--- src/hw/rtl/tal_pkg.sv ---
// Package for the temperature alarm block: payload structs, classified item,
// event and LED pattern codes, state codes and register indexes.
// No dependencies.
package tal_pkg;

  localparam int TEMP_WIDTH    = 16;
  localparam int CFG_IDX_WIDTH = 2;
  localparam int STATE_WIDTH   = 4;
  localparam int QUEUE_DEPTH   = 2;
  localparam int QPTR_WIDTH    = $clog2(QUEUE_DEPTH);
  localparam int QCNT_WIDTH    = $clog2(QUEUE_DEPTH + 1);

  // Configuration register indexes.
  localparam logic [CFG_IDX_WIDTH-1:0] REG_CRITICAL_HIGH = 2'd0;
  localparam logic [CFG_IDX_WIDTH-1:0] REG_WARNING_HIGH  = 2'd1;
  localparam logic [CFG_IDX_WIDTH-1:0] REG_CRITICAL_LOW  = 2'd2;
  localparam logic [CFG_IDX_WIDTH-1:0] REG_WARNING_LOW   = 2'd3;

  // Threshold reset values.
  localparam logic signed [TEMP_WIDTH-1:0] RST_CRITICAL_HIGH = 16'sd50;
  localparam logic signed [TEMP_WIDTH-1:0] RST_WARNING_HIGH  = 16'sd40;
  localparam logic signed [TEMP_WIDTH-1:0] RST_CRITICAL_LOW  = 16'sd0;
  localparam logic signed [TEMP_WIDTH-1:0] RST_WARNING_LOW   = 16'sd10;

  // Operation codes.
  localparam logic OP_EVALUATE = 1'b0;
  localparam logic OP_RESET    = 1'b1;

  // Alert event codes.
  localparam logic [1:0] ALERT_HI_WARN  = 2'd0;
  localparam logic [1:0] ALERT_LO_WARN  = 2'd1;
  localparam logic [1:0] ALERT_HI_ALARM = 2'd2;
  localparam logic [1:0] ALERT_LO_ALARM = 2'd3;

  // LED blink patterns.
  localparam logic [1:0] PAT_OFF  = 2'd0;
  localparam logic [1:0] PAT_DASH = 2'd1;
  localparam logic [1:0] PAT_DOT  = 2'd2;

  // Externally visible state codes.
  localparam logic [STATE_WIDTH-1:0] CODE_NORM1 = 4'd0;
  localparam logic [STATE_WIDTH-1:0] CODE_NORM2 = 4'd1;
  localparam logic [STATE_WIDTH-1:0] CODE_NORM3 = 4'd2;
  localparam logic [STATE_WIDTH-1:0] CODE_WLO1  = 4'd3;
  localparam logic [STATE_WIDTH-1:0] CODE_WLO2  = 4'd4;
  localparam logic [STATE_WIDTH-1:0] CODE_CLO   = 4'd5;
  localparam logic [STATE_WIDTH-1:0] CODE_WHI1  = 4'd6;
  localparam logic [STATE_WIDTH-1:0] CODE_WHI2  = 4'd7;
  localparam logic [STATE_WIDTH-1:0] CODE_CHI   = 4'd8;

  typedef struct packed {
    logic                         operation;
    logic signed [TEMP_WIDTH-1:0] temperature;
  } in_item_t;

  typedef struct packed {
    logic [STATE_WIDTH-1:0] machine_state;
    logic                   alert_valid;
    logic [1:0]             alert_code;
    logic                   blink_update;
    logic [1:0]             blink_pattern;
  } out_item_t;

  // A sample reduced to its operation and four threshold comparisons.
  typedef struct packed {
    logic operation;
    logic ge_warn_hi;
    logic le_warn_lo;
    logic le_crit_lo;
    logic ge_crit_hi;
  } class_t;

endpackage

--- src/hw/rtl/temperature_alarm_fsm.sv ---
// Top level of the temperature alarm block: front classifier, queue and back
// state machine. Depends on tal_pkg, tal_front, tal_queue and tal_back.
//
//   Channel  Direction  Handshake            Contents
//   in_      input      in_valid / in_stall  operation, temperature
//   out_     output     out_valid/out_stall  state, alert, LED pattern
//   cfg_     input      cfg_we               threshold index and value
//
// One sample per cycle is taken while the queue is not full. Each result
// passes through the queue and then the output register: the comparisons
// enter the queue at the transfer edge, and the back part's state update
// reaches the output register when it pops that entry, which sets the rate.
// Reset (rst_n low at a clock edge) restores the thresholds and state 0 and
// empties the queue. A stall on the output fills the two-entry queue, after
// which in_stall rises; the front and back each stall independently.
module temperature_alarm_fsm (
  input  logic                               clk,
  input  logic                               rst_n,
  input  logic                               in_valid,
  output logic                               in_stall,
  input  tal_pkg::in_item_t                  in_data,
  output logic                               out_valid,
  input  logic                               out_stall,
  output tal_pkg::out_item_t                 out_data,
  input  logic                               cfg_we,
  input  logic [tal_pkg::CFG_IDX_WIDTH-1:0]  cfg_index,
  input  logic [tal_pkg::TEMP_WIDTH-1:0]     cfg_wdata
);
  import tal_pkg::*;

  logic   q_push, q_full, q_pop, q_valid;
  class_t q_wdata, q_rdata;

  tal_front u_front (
    .clk       (clk),
    .rst_n     (rst_n),
    .in_valid  (in_valid),
    .in_stall  (in_stall),
    .in_data   (in_data),
    .cfg_we    (cfg_we),
    .cfg_index (cfg_index),
    .cfg_wdata (cfg_wdata),
    .q_full    (q_full),
    .q_push    (q_push),
    .q_wdata   (q_wdata)
  );

  tal_queue u_queue (
    .clk    (clk),
    .rst_n  (rst_n),
    .push   (q_push),
    .wdata  (q_wdata),
    .full   (q_full),
    .pop    (q_pop),
    .rvalid (q_valid),
    .rdata  (q_rdata)
  );

  tal_back u_back (
    .clk       (clk),
    .rst_n     (rst_n),
    .q_valid   (q_valid),
    .q_rdata   (q_rdata),
    .q_pop     (q_pop),
    .out_valid (out_valid),
    .out_stall (out_stall),
    .out_data  (out_data)
  );

endmodule

--- src/hw/rtl/tal_front.sv ---
// Front part of the temperature alarm block: threshold registers, input
// transfer and classification of each sample. Depends on tal_pkg.
module tal_front (
  input  logic                                clk,
  input  logic                                rst_n,
  input  logic                                in_valid,
  output logic                                in_stall,
  input  tal_pkg::in_item_t                   in_data,
  input  logic                                cfg_we,
  input  logic [tal_pkg::CFG_IDX_WIDTH-1:0]   cfg_index,
  input  logic [tal_pkg::TEMP_WIDTH-1:0]      cfg_wdata,
  input  logic                                q_full,
  output logic                                q_push,
  output tal_pkg::class_t                     q_wdata
);
  import tal_pkg::*;

  logic signed [TEMP_WIDTH-1:0] crit_hi_r, warn_hi_r, crit_lo_r, warn_lo_r;
  logic signed [TEMP_WIDTH-1:0] temp;

  always_ff @(posedge clk) begin
    if (!rst_n) begin
      crit_hi_r <= RST_CRITICAL_HIGH;
      warn_hi_r <= RST_WARNING_HIGH;
      crit_lo_r <= RST_CRITICAL_LOW;
      warn_lo_r <= RST_WARNING_LOW;
    end else if (cfg_we) begin
      unique case (cfg_index)
        REG_CRITICAL_HIGH: crit_hi_r <= $signed(cfg_wdata);
        REG_WARNING_HIGH:  warn_hi_r <= $signed(cfg_wdata);
        REG_CRITICAL_LOW:  crit_lo_r <= $signed(cfg_wdata);
        REG_WARNING_LOW:   warn_lo_r <= $signed(cfg_wdata);
        default: ;
      endcase
    end
  end

  assign temp     = $signed(in_data.temperature);
  assign in_stall = q_full;
  assign q_push   = in_valid && !q_full;

  always_comb begin
    q_wdata.operation  = in_data.operation;
    q_wdata.ge_warn_hi = (temp >= warn_hi_r);
    q_wdata.le_warn_lo = (temp <= warn_lo_r);
    q_wdata.le_crit_lo = (temp <= crit_lo_r);
    q_wdata.ge_crit_hi = (temp >= crit_hi_r);
  end

endmodule

--- src/hw/rtl/tal_queue.sv ---
// Two-entry queue of classified samples between the front and back parts.
// Depends on tal_pkg.
module tal_queue (
  input  logic            clk,
  input  logic            rst_n,
  input  logic            push,
  input  tal_pkg::class_t wdata,
  output logic            full,
  input  logic            pop,
  output logic            rvalid,
  output tal_pkg::class_t rdata
);
  import tal_pkg::*;

  class_t                entry_r [QUEUE_DEPTH];
  logic [QPTR_WIDTH-1:0] wr_ptr_r, rd_ptr_r;
  logic [QCNT_WIDTH-1:0] count_r, count_nxt;

  assign full   = (count_r == QCNT_WIDTH'(QUEUE_DEPTH));
  assign rvalid = (count_r != '0);
  assign rdata  = entry_r[rd_ptr_r];

  always_comb begin
    count_nxt = count_r;
    if (push && !pop) begin
      count_nxt = count_r + 1'b1;
    end else if (pop && !push) begin
      count_nxt = count_r - 1'b1;
    end
  end

  always_ff @(posedge clk) begin
    if (push) begin
      entry_r[wr_ptr_r] <= wdata;
    end
  end

  always_ff @(posedge clk) begin
    if (!rst_n) begin
      wr_ptr_r <= '0;
      rd_ptr_r <= '0;
      count_r  <= '0;
    end else begin
      if (push) begin
        wr_ptr_r <= wr_ptr_r + 1'b1;
      end
      if (pop) begin
        rd_ptr_r <= rd_ptr_r + 1'b1;
      end
      count_r <= count_nxt;
    end
  end

endmodule

--- src/hw/rtl/tal_back.sv ---
// Back part of the temperature alarm block: the nine-state alarm machine and
// the output register that holds each result until its transfer. Depends on tal_pkg.
module tal_back (
  input  logic                clk,
  input  logic                rst_n,
  input  logic                q_valid,
  input  tal_pkg::class_t     q_rdata,
  output logic                q_pop,
  output logic                out_valid,
  input  logic                out_stall,
  output tal_pkg::out_item_t  out_data
);
  import tal_pkg::*;

  typedef enum logic [8:0] {
    S_NORM1 = 9'b000000001,
    S_NORM2 = 9'b000000010,
    S_NORM3 = 9'b000000100,
    S_WLO1  = 9'b000001000,
    S_WLO2  = 9'b000010000,
    S_CLO   = 9'b000100000,
    S_WHI1  = 9'b001000000,
    S_WHI2  = 9'b010000000,
    S_CHI   = 9'b100000000
  } state_t;

  state_t     state_r, state_nxt;
  logic       out_valid_r;
  out_item_t  out_data_r;
  out_item_t  result;
  logic       av, bu;
  logic [1:0] ac, bp;
  logic [STATE_WIDTH-1:0] code;

  // The output register may take a new result when empty or when its
  // current result transfers in this cycle.
  assign q_pop     = q_valid && (!out_valid_r || !out_stall);
  assign out_valid = out_valid_r;
  assign out_data  = out_data_r;

  always_comb begin
    state_nxt = state_r;
    av = 1'b0;
    ac = ALERT_HI_WARN;
    bu = 1'b0;
    bp = PAT_OFF;
    if (q_rdata.operation == OP_RESET) begin
      state_nxt = S_NORM1;
    end else begin
      unique case (state_r)
        S_NORM1: begin
          if (q_rdata.ge_warn_hi) begin
            av = 1'b1; ac = ALERT_HI_WARN; bu = 1'b1; bp = PAT_DASH; state_nxt = S_WHI1;
          end else if (q_rdata.le_warn_lo) begin
            av = 1'b1; ac = ALERT_LO_WARN; bu = 1'b1; bp = PAT_DASH; state_nxt = S_WLO1;
          end
        end
        S_NORM2: begin
          if (q_rdata.ge_warn_hi) begin
            av = 1'b1; ac = ALERT_HI_WARN; bu = 1'b1; bp = PAT_DASH; state_nxt = S_WHI2;
          end else if (q_rdata.le_warn_lo) begin
            bu = 1'b1; bp = PAT_DASH; state_nxt = S_WLO1;
          end
        end
        S_NORM3: begin
          if (q_rdata.ge_warn_hi) begin
            bu = 1'b1; bp = PAT_DASH; state_nxt = S_WHI1;
          end else if (q_rdata.le_warn_lo) begin
            av = 1'b1; ac = ALERT_LO_WARN; bu = 1'b1; bp = PAT_DASH; state_nxt = S_WLO1;
          end
        end
        S_WLO1: begin
          if (!q_rdata.le_warn_lo) begin
            bu = 1'b1; bp = PAT_OFF; state_nxt = S_NORM2;
          end else if (q_rdata.le_crit_lo) begin
            av = 1'b1; ac = ALERT_LO_ALARM; bu = 1'b1; bp = PAT_DOT; state_nxt = S_CLO;
          end
        end
        S_WLO2: begin
          if (!q_rdata.le_warn_lo) begin
            bu = 1'b1; bp = PAT_OFF; state_nxt = S_NORM2;
          end else if (q_rdata.le_crit_lo) begin
            bu = 1'b1; bp = PAT_DOT; state_nxt = S_CLO;
          end
        end
        S_CLO: begin
          if (!q_rdata.le_crit_lo) begin
            bu = 1'b1; bp = PAT_DASH; state_nxt = S_WLO2;
          end
        end
        S_WHI1: begin
          if (!q_rdata.ge_warn_hi) begin
            bu = 1'b1; bp = PAT_OFF; state_nxt = S_NORM3;
          end else if (q_rdata.ge_crit_hi) begin
            av = 1'b1; ac = ALERT_HI_ALARM; bu = 1'b1; bp = PAT_DOT; state_nxt = S_CHI;
          end
        end
        S_WHI2: begin
          if (!q_rdata.ge_warn_hi) begin
            bu = 1'b1; bp = PAT_OFF; state_nxt = S_NORM3;
          end else if (q_rdata.ge_crit_hi) begin
            bu = 1'b1; bp = PAT_DOT; state_nxt = S_CHI;
          end
        end
        S_CHI: begin
          if (!q_rdata.ge_crit_hi) begin
            bu = 1'b1; bp = PAT_DASH; state_nxt = S_WHI2;
          end
        end
        default: begin
          state_nxt = S_NORM1;
        end
      endcase
    end
  end

  always_comb begin
    unique case (state_nxt)
      S_NORM1: code = CODE_NORM1;
      S_NORM2: code = CODE_NORM2;
      S_NORM3: code = CODE_NORM3;
      S_WLO1:  code = CODE_WLO1;
      S_WLO2:  code = CODE_WLO2;
      S_CLO:   code = CODE_CLO;
      S_WHI1:  code = CODE_WHI1;
      S_WHI2:  code = CODE_WHI2;
      S_CHI:   code = CODE_CHI;
      default: code = CODE_NORM1;
    endcase
  end

  always_comb begin
    result.machine_state = code;
    result.alert_valid   = av;
    result.alert_code    = ac;
    result.blink_update  = bu;
    result.blink_pattern = bp;
  end

  always_ff @(posedge clk) begin
    if (!rst_n) begin
      state_r     <= S_NORM1;
      out_valid_r <= 1'b0;
    end else if (q_pop) begin
      state_r     <= state_nxt;
      out_valid_r <= 1'b1;
    end else if (!out_stall) begin
      out_valid_r <= 1'b0;
    end
  end

  always_ff @(posedge clk) begin
    if (q_pop) begin
      out_data_r <= result;
    end
  end

endmodule

--- config.mk ---
export PLATFORM = sky130hd
export DESIGN_NAME = temperature_alarm_fsm
export DESIGN_NICKNAME = d
export VERILOG_FILES = /design/src/hw/rtl/tal_pkg.sv /design/src/hw/rtl/temperature_alarm_fsm.sv /design/src/hw/rtl/tal_front.sv /design/src/hw/rtl/tal_queue.sv /design/src/hw/rtl/tal_back.sv
export SDC_FILE = /design/constraint.sdc
export NUM_CORES = 1
export LEC_CHECK = 0
export ABC_CLOCK_PERIOD_IN_PS = 2150
export BUFFER_PORTS_ARGS = -buffer_cell sky130_fd_sc_hd__buf_2
export CORE_MARGIN = 2
export CORE_UTILIZATION = 39
export CTS_CLUSTER_SIZE = 10
export DETAILED_ROUTE_END_ITERATION = 8
export PLACE_DENSITY_LB_ADDON = 0.05
export SLEW_MARGIN = 20
export SYNTH_ARGS = -nofsm -noshare
export SYNTH_HDL_FRONTEND = slang
export SYNTH_SLANG_ARGS = --single-unit
--- constraint.sdc ---
create_clock -name clk -period 2.15 [get_ports clk]
set_input_delay 0.1075 -clock clk [delete_from_list [all_inputs] [get_ports clk]]
set_output_delay 0.1075 -clock clk [all_outputs]
set_load 0.02 [all_outputs]
Word-level counts from Yosys, hierarchy flattened

Memories as Yosys holds them, arrays and structs flattened. A register that Yosys moved wholly into a read port is not among the register bits.
Cells that the tools add are included.

Register bits after elaboration: 88
Logic and storage cells: 113
Memory bits (writable): 10
Memories: 1
Input port bits: 40

Add/sub/neg operators: 4
Magnitude comparators: 4
Equal/unequal tests: 22
Muxes and demuxes: 47
Reduce and logical (&&, ||, !) cells: 21

Memory list:

| memory          | depth | width | rd ports | clocked after Yosys merged registers in | wr ports | RTL line        | RTL |
|---|---|---|---|---|---|---|---|
| u_queue.entry_r | 2     | 5     | 1        | 1                                       | 1        | tal_queue.sv:15 | `class_t entry_r [QUEUE_DEPTH];` |

Operators by type and width:

| cell                                                            | count |
|---|---|
| 9-bit two-way mux                                               | 10 |
| 9-bit case mux with 6 select lines                              | 1 |
| 16-bit >= comparator                                            | 2 |
| 16-bit <= comparator                                            | 2 |
| 4-bit case mux with 8 select lines                              | 1 |
| 1-bit two-way mux                                               | 21 |
| 2-bit two-way mux                                               | 10 |
| 9-bit by 2-bit == test with 1-bit output, second input constant | 2 |
| 9-bit by 3-bit == test with 1-bit output, second input constant | 2 |
| 9-bit by 4-bit == test with 1-bit output, second input constant | 2 |
| 9-bit by 5-bit == test with 1-bit output, second input constant | 2 |
| 9-bit by 6-bit == test with 1-bit output, second input constant | 2 |
| 9-bit by 7-bit == test with 1-bit output, second input constant | 2 |
| 9-bit by 8-bit == test with 1-bit output, second input constant | 2 |
| 9-bit == test, second input constant                            | 2 |
| 1-bit case mux with 5 select lines                              | 2 |
| 2-bit case mux with 5 select lines                              | 1 |
| 9-bit by 1-bit == test with 1-bit output, second input constant | 1 |
| 2-bit AND reduction                                             | 4 |
| 2-bit == test, second input constant                            | 3 |
| 2-bit case mux with 3 select lines                              | 1 |
| 2-bit OR reduction                                              | 3 |
| 1-bit zero test                                                 | 5 |
| 1-bit logical AND                                               | 4 |
| other kinds (9)                                                 | 11 |

Depth between registers and ports, before layout

Word-level depth: 7
Mapped depth: 8
Gate-level depth less buffers: 8

Hierarchy

Synthesis repeated with hierarchy kept, for this count alone.

Cells, all modules: 701
Area, all modules: 5934.4 um2

By module, submodules not included:

| module    | area each (um2) | times used | sequential area each (um2) | cells an instance |
|---|---|---|---|---|
| tal_front | 4007.6          | 1          | 1281.2                     | 501 |
| tal_back  | 1348.8          | 1          | 500.5                      | 163 |
| tal_queue | 578.1           | 1          | 400.4                      | 37 |

Least setup slack after synthesis

No wires, ideal clock.

Path kind: register to register
From: reg u_back.out_valid_r, in the netlist u_back.out_valid
To: reg u_queue.count_r[1]
Data required time: 2.074 ns
Path slack: 0.303 ns
Arrival: 1.772 ns
Cell stages (with the launch flop): 7
Cells stage by stage: dfxtp_1 -> nand2_1 -> o21ai_0 -> clkbuf_1 -> ha_1 -> or3_1 -> a21boi_0

Longest elaborated chain between the ends: 6
Elaborated cells on any way between the ends: 8
Classes of those cells: 1 x mux; 7 x reduce/logical

RTL lines:

| item                                                           | RTL line        | RTL |
|---|---|---|
| start: declaration                                             | tal_back.sv:28  | `logic out_valid_r;` |
| start signal: assignment                                       | tal_back.sv:143 | `out_valid_r <= 1'b0;` |
| start signal: assignment                                       | tal_back.sv:146 | `out_valid_r <= 1'b1;` |
| start signal: assignment                                       | tal_back.sv:148 | `out_valid_r <= 1'b0;` |
| 1-bit zero test (*)                                            | tal_back.sv:37  | `assign q_pop = q_valid && (!out_valid_r \|\| !out_stall);` |
| 1-bit logical OR (*)                                           | tal_back.sv:37  |  |
| 1-bit logical AND (*)                                          | tal_back.sv:37  |  |
| 1-bit zero test                                                | tal_queue.sv:25 | `if (push && !pop) begin` |
| 1-bit logical AND                                              | tal_queue.sv:25 |  |
| 2-bit two-way mux / 2-bit nonzero test (equally long branches) | --              |  |
| end signal: assignment                                         | tal_queue.sv:50 | `count_r <= count_nxt;` |
| end: declaration                                               | tal_queue.sv:17 | `logic [QCNT_WIDTH-1:0] count_r, count_nxt;` |

Mark *: on every way between the ends. The rest lies on a longest branch, timed or not.
A chain may end at the register's enable or synchronous reset.

==> flow_summary.toml <==
[finish]
syn2layout_area_growth_pct = 13.7
drive_gt1_share_pct = 15.6
final_nets = 874
fill_cells = 1523
final_cell_mix = "nand2_1 (144), dfxtp_1 (79), inv_1 (73), ha_1 (65), a21boi_0 (60)"
stdcell_area_um2 = 6870
final_common_cell = "nand2_1"
diodes = 0
fin_cells = 962

[run]
maxCapViolCount = 0

[grt]
grt_pass1_wl_um = 25600
overflow = 0
grt_max_degree = 67
antenna_found_initial = 0
grt_pass1_vias = 4775
grtUsageTotal_pct = 20.2

[floorplanning]
core_area_um2 = 15100
die_w_um = 128
start_util_pct = 39.9
ios = 52
fp-row-count = 45
die_area_um2 = 16500
die_height_um = 128

[logic_synthesis]
yosys.area_share.xor_xnor_pct = 1.30
yosys.area_share.simple_pct = 21.0
synthMuxAreaShare_pct = 1.22
yosys_register_bits = 99
synth_compound_area_share_pct = 19.6
synth_edf_count = 20
ys.warnings.count = 0
async_reset_ff_share_pct = 0
synth_cells = 715
yosys.area_share.adder_pct = 13.5
synth_cell_types = 66
synthesis.nets = 820
syn_avg_cell_area_um2 = 8.45
synth_top_family_by_area = "simple AND/OR/NAND/NOR gates"
yosysSeqAreaShare_pct = 36.1
synth_top_flop_cell = "dfxtp_1"
netlist_area_um2 = 6040

[sta]
finalHoldViolCount = 0
setup_viol = 0
layout_setup_ws_ns = 0.122
drv_slew = 0
fmax_mhz = 493
maxSlewHeadroom_pct = 64.1
worst_pin_slew_ns = 0.537
finalCriticalPeriod_ns = 2.03
rsz0062_at_grt = "no"
worst_clock_skew_ns = 0.00415
fin_crit_sh_pct = 94.3

[pwr]
power-per-cell-area_nw_per_um2 = 858
seqPwrFrac_pct = 39.4
p_comb_share_pct = 33.2
leakage_uw = 0.00267
power.switching_uw = 2130
clkPwrFrac_pct = 27.4
vdd_drop_max_v = 0.000369
switching_share_pct = 36.2
p_int_uw = 3760

[setup_path]
end_kind = "flip-flop"
cpPeakStageDelay_ns = 0.33
cp-start-kind = "flip-flop"
crit_type = "reg -> reg"
critPathTopFamily = "simple AND/OR/NAND/NOR gates"
slowest_stage = "dfxtp_1"
worstPathMaxFanout = 3
required_ns = 2.23
crit_chain = "inv_1, ha_1, nand4_1, buf_4, nor3_2, o21ai_0, a21oi_2, or3_1, o211ai_1"
path_buf_inv = 2
arrival_ns = 2.10

[place]
dp_cells = 945
io_buffers = 51
hpwl_um = 12100
post-place-ws_ns = -0.0307
dpl_cell_area_um2 = 6550
gp_congestion = 0.877

[clocking]
cts.sinks = 99
tritoncts = "built"
htreeDepth = 3
cts_root_buf = "clkbuf_16"
postCtsSetupBuffers = 0
clk-insertion-delay-late_ns = 0.35
cts_buffers = 9
clk_path_buf_depth = 2
cts.clk_slew.worst_paths_ns = 0.07

[drt]
vias = 4944
drt_iter0_drc = 251
detail-route-antenna-nets = 0
first_pass_iters = 5
drc_errors = 0
wl_per_cell_um = 16.5
wirelength_um = 15900
vias_per_cell = 5.14

[hold_path]
hold_path.class = "in -> reg"

[run_status]
status = "complete, no violations"
==> cell usage after synthesis, types with 4 or more instances <==
cell type / n / share of area (%)
nand2_1: 144 / 8.9
dfxtp_1: 79 / 26
inv_1: 73 / 4.5
ha_1: 65 / 13
a21boi_0: 60 / 7.5
nor2_1: 31 / 1.9
a21oi_1: 22 / 1.8
clkbuf_1: 22 / 1.4
edfxtp_1: 20 / 9.9
o21ai_0: 20 / 1.7
nor3_1: 17 / 1.4
nand3_1: 14 / 1.2
nand4_1: 14 / 1.4
nor2b_1: 9 / 0.93
o211ai_1: 9 / 1.1
a21o_1: 7 / 0.87
o21a_1: 7 / 0.87
xnor2_1: 7 / 1.0
and2_1: 5 / 0.52
buf_6: 5 / 0.93
or3_1: 5 / 0.52
a211oi_1: 4 / 0.50
a22oi_1: 4 / 0.50
buf_2: 4 / 0.33
mux2i_1: 4 / 0.66
==> routing by layer <==
| layer | vias to the layer above | share of wire [%] | GRT usage [%] |
|---|---|---|---|
| li1 | 2568 | - | - |
| met1 | 2262 | 47 | 26.4 |
| met2 | 92 | 48 | 34.2 |
| met3 | 22 | 2.9 | 2.54 |
| met4 | 0 | 2.5 | 7.50 |
| met5 | - | 0 | 0 |
==> power groups by stage <==
stage | clock network, uW | logic (uW) | registers [uW]
after floorplan | 0 | 1280 | 2430
after global placement | 0 | 1960 | 2360
after detailed placement | 0 | 1960 | 2370
after CTS | 1670 | 1970 | 2330
after global routing | 1740 | 2170 | 2360
final | 1610 | 1960 | 2330
==> registers in the layout (all words and copies together), names as in the netlist, 2 cells and up, named ones only <==
signal             count
u_back.state_r         9
u_back.out_data       10
u_front.warn_lo_r     16
u_front.crit_lo_r     16
u_front.warn_hi_r     16
u_queue.count_r        2
u_queue.entry_r       10
u_front.crit_hi_r     16
==> cell families after synthesis <==
kind of cell,after synthesis
mux,7
fa+ha+maj,65
flops,99
buf+inv,105
xor+xnor,9
simple gates,265
compound gates,165
==> per-stage QoR <==
stage | hold WS [ns] | total power [uW] | setup TNS, ns | util (%)
after floorplan | 0.206 | 3700 | 0 | -
after global placement | 0.321 | 4320 | 0 | 43.3
after detailed placement | 0.328 | 4330 | -0.0615 | 43.3
after CTS | 0.0220 | 5960 | 0 | 45.3
after global routing | 0.0395 | 6270 | 0 | 45.4
final | 0.0361 | 5900 | 0 | 45.4
==> final timing paths <==
path                               from               endpoint  slack (ns)  cells after the start
setup reg to reg  u_front.crit_lo_r[11]  u_queue.entry_r[1][1]        0.12                      9
hold / removal             cfg_wdata[7]   u_front.warn_lo_r[7]        0.04                      3
setup / recovery  u_front.crit_lo_r[11]  u_queue.entry_r[1][1]        0.12                      9
hold reg to reg    u_front.warn_lo_r[4]   u_front.warn_lo_r[4]        0.46                      2
==> layout make-up <==
cell class,count,area [um2],area share (%)
Multi-Input combinational cell,511,3430,50.0
Sequential cell,99,2180,31.8
Timing Repair Buffer,75,450,6.56
Inverter,73,274,3.99
Clock buffer,10,239,3.48
Tap cell,188,235,3.42
Clock inverter,6,55.1,0.801
==> what timing repair did <==
action	in CTS	in global routing
setup endpoints to repair	2	4
cloned	0	0
pin swaps	0	0
gates resized for setup	1	4
hold buffers	1	0
endpoints found under the hold margin	2	0
==> tightest hold or removal path: stages <==
cell	delay, ns
buf_2	0.12
nand2_1	0.05
a21boi_0	0.06
(Power assumes the default switching activity.)
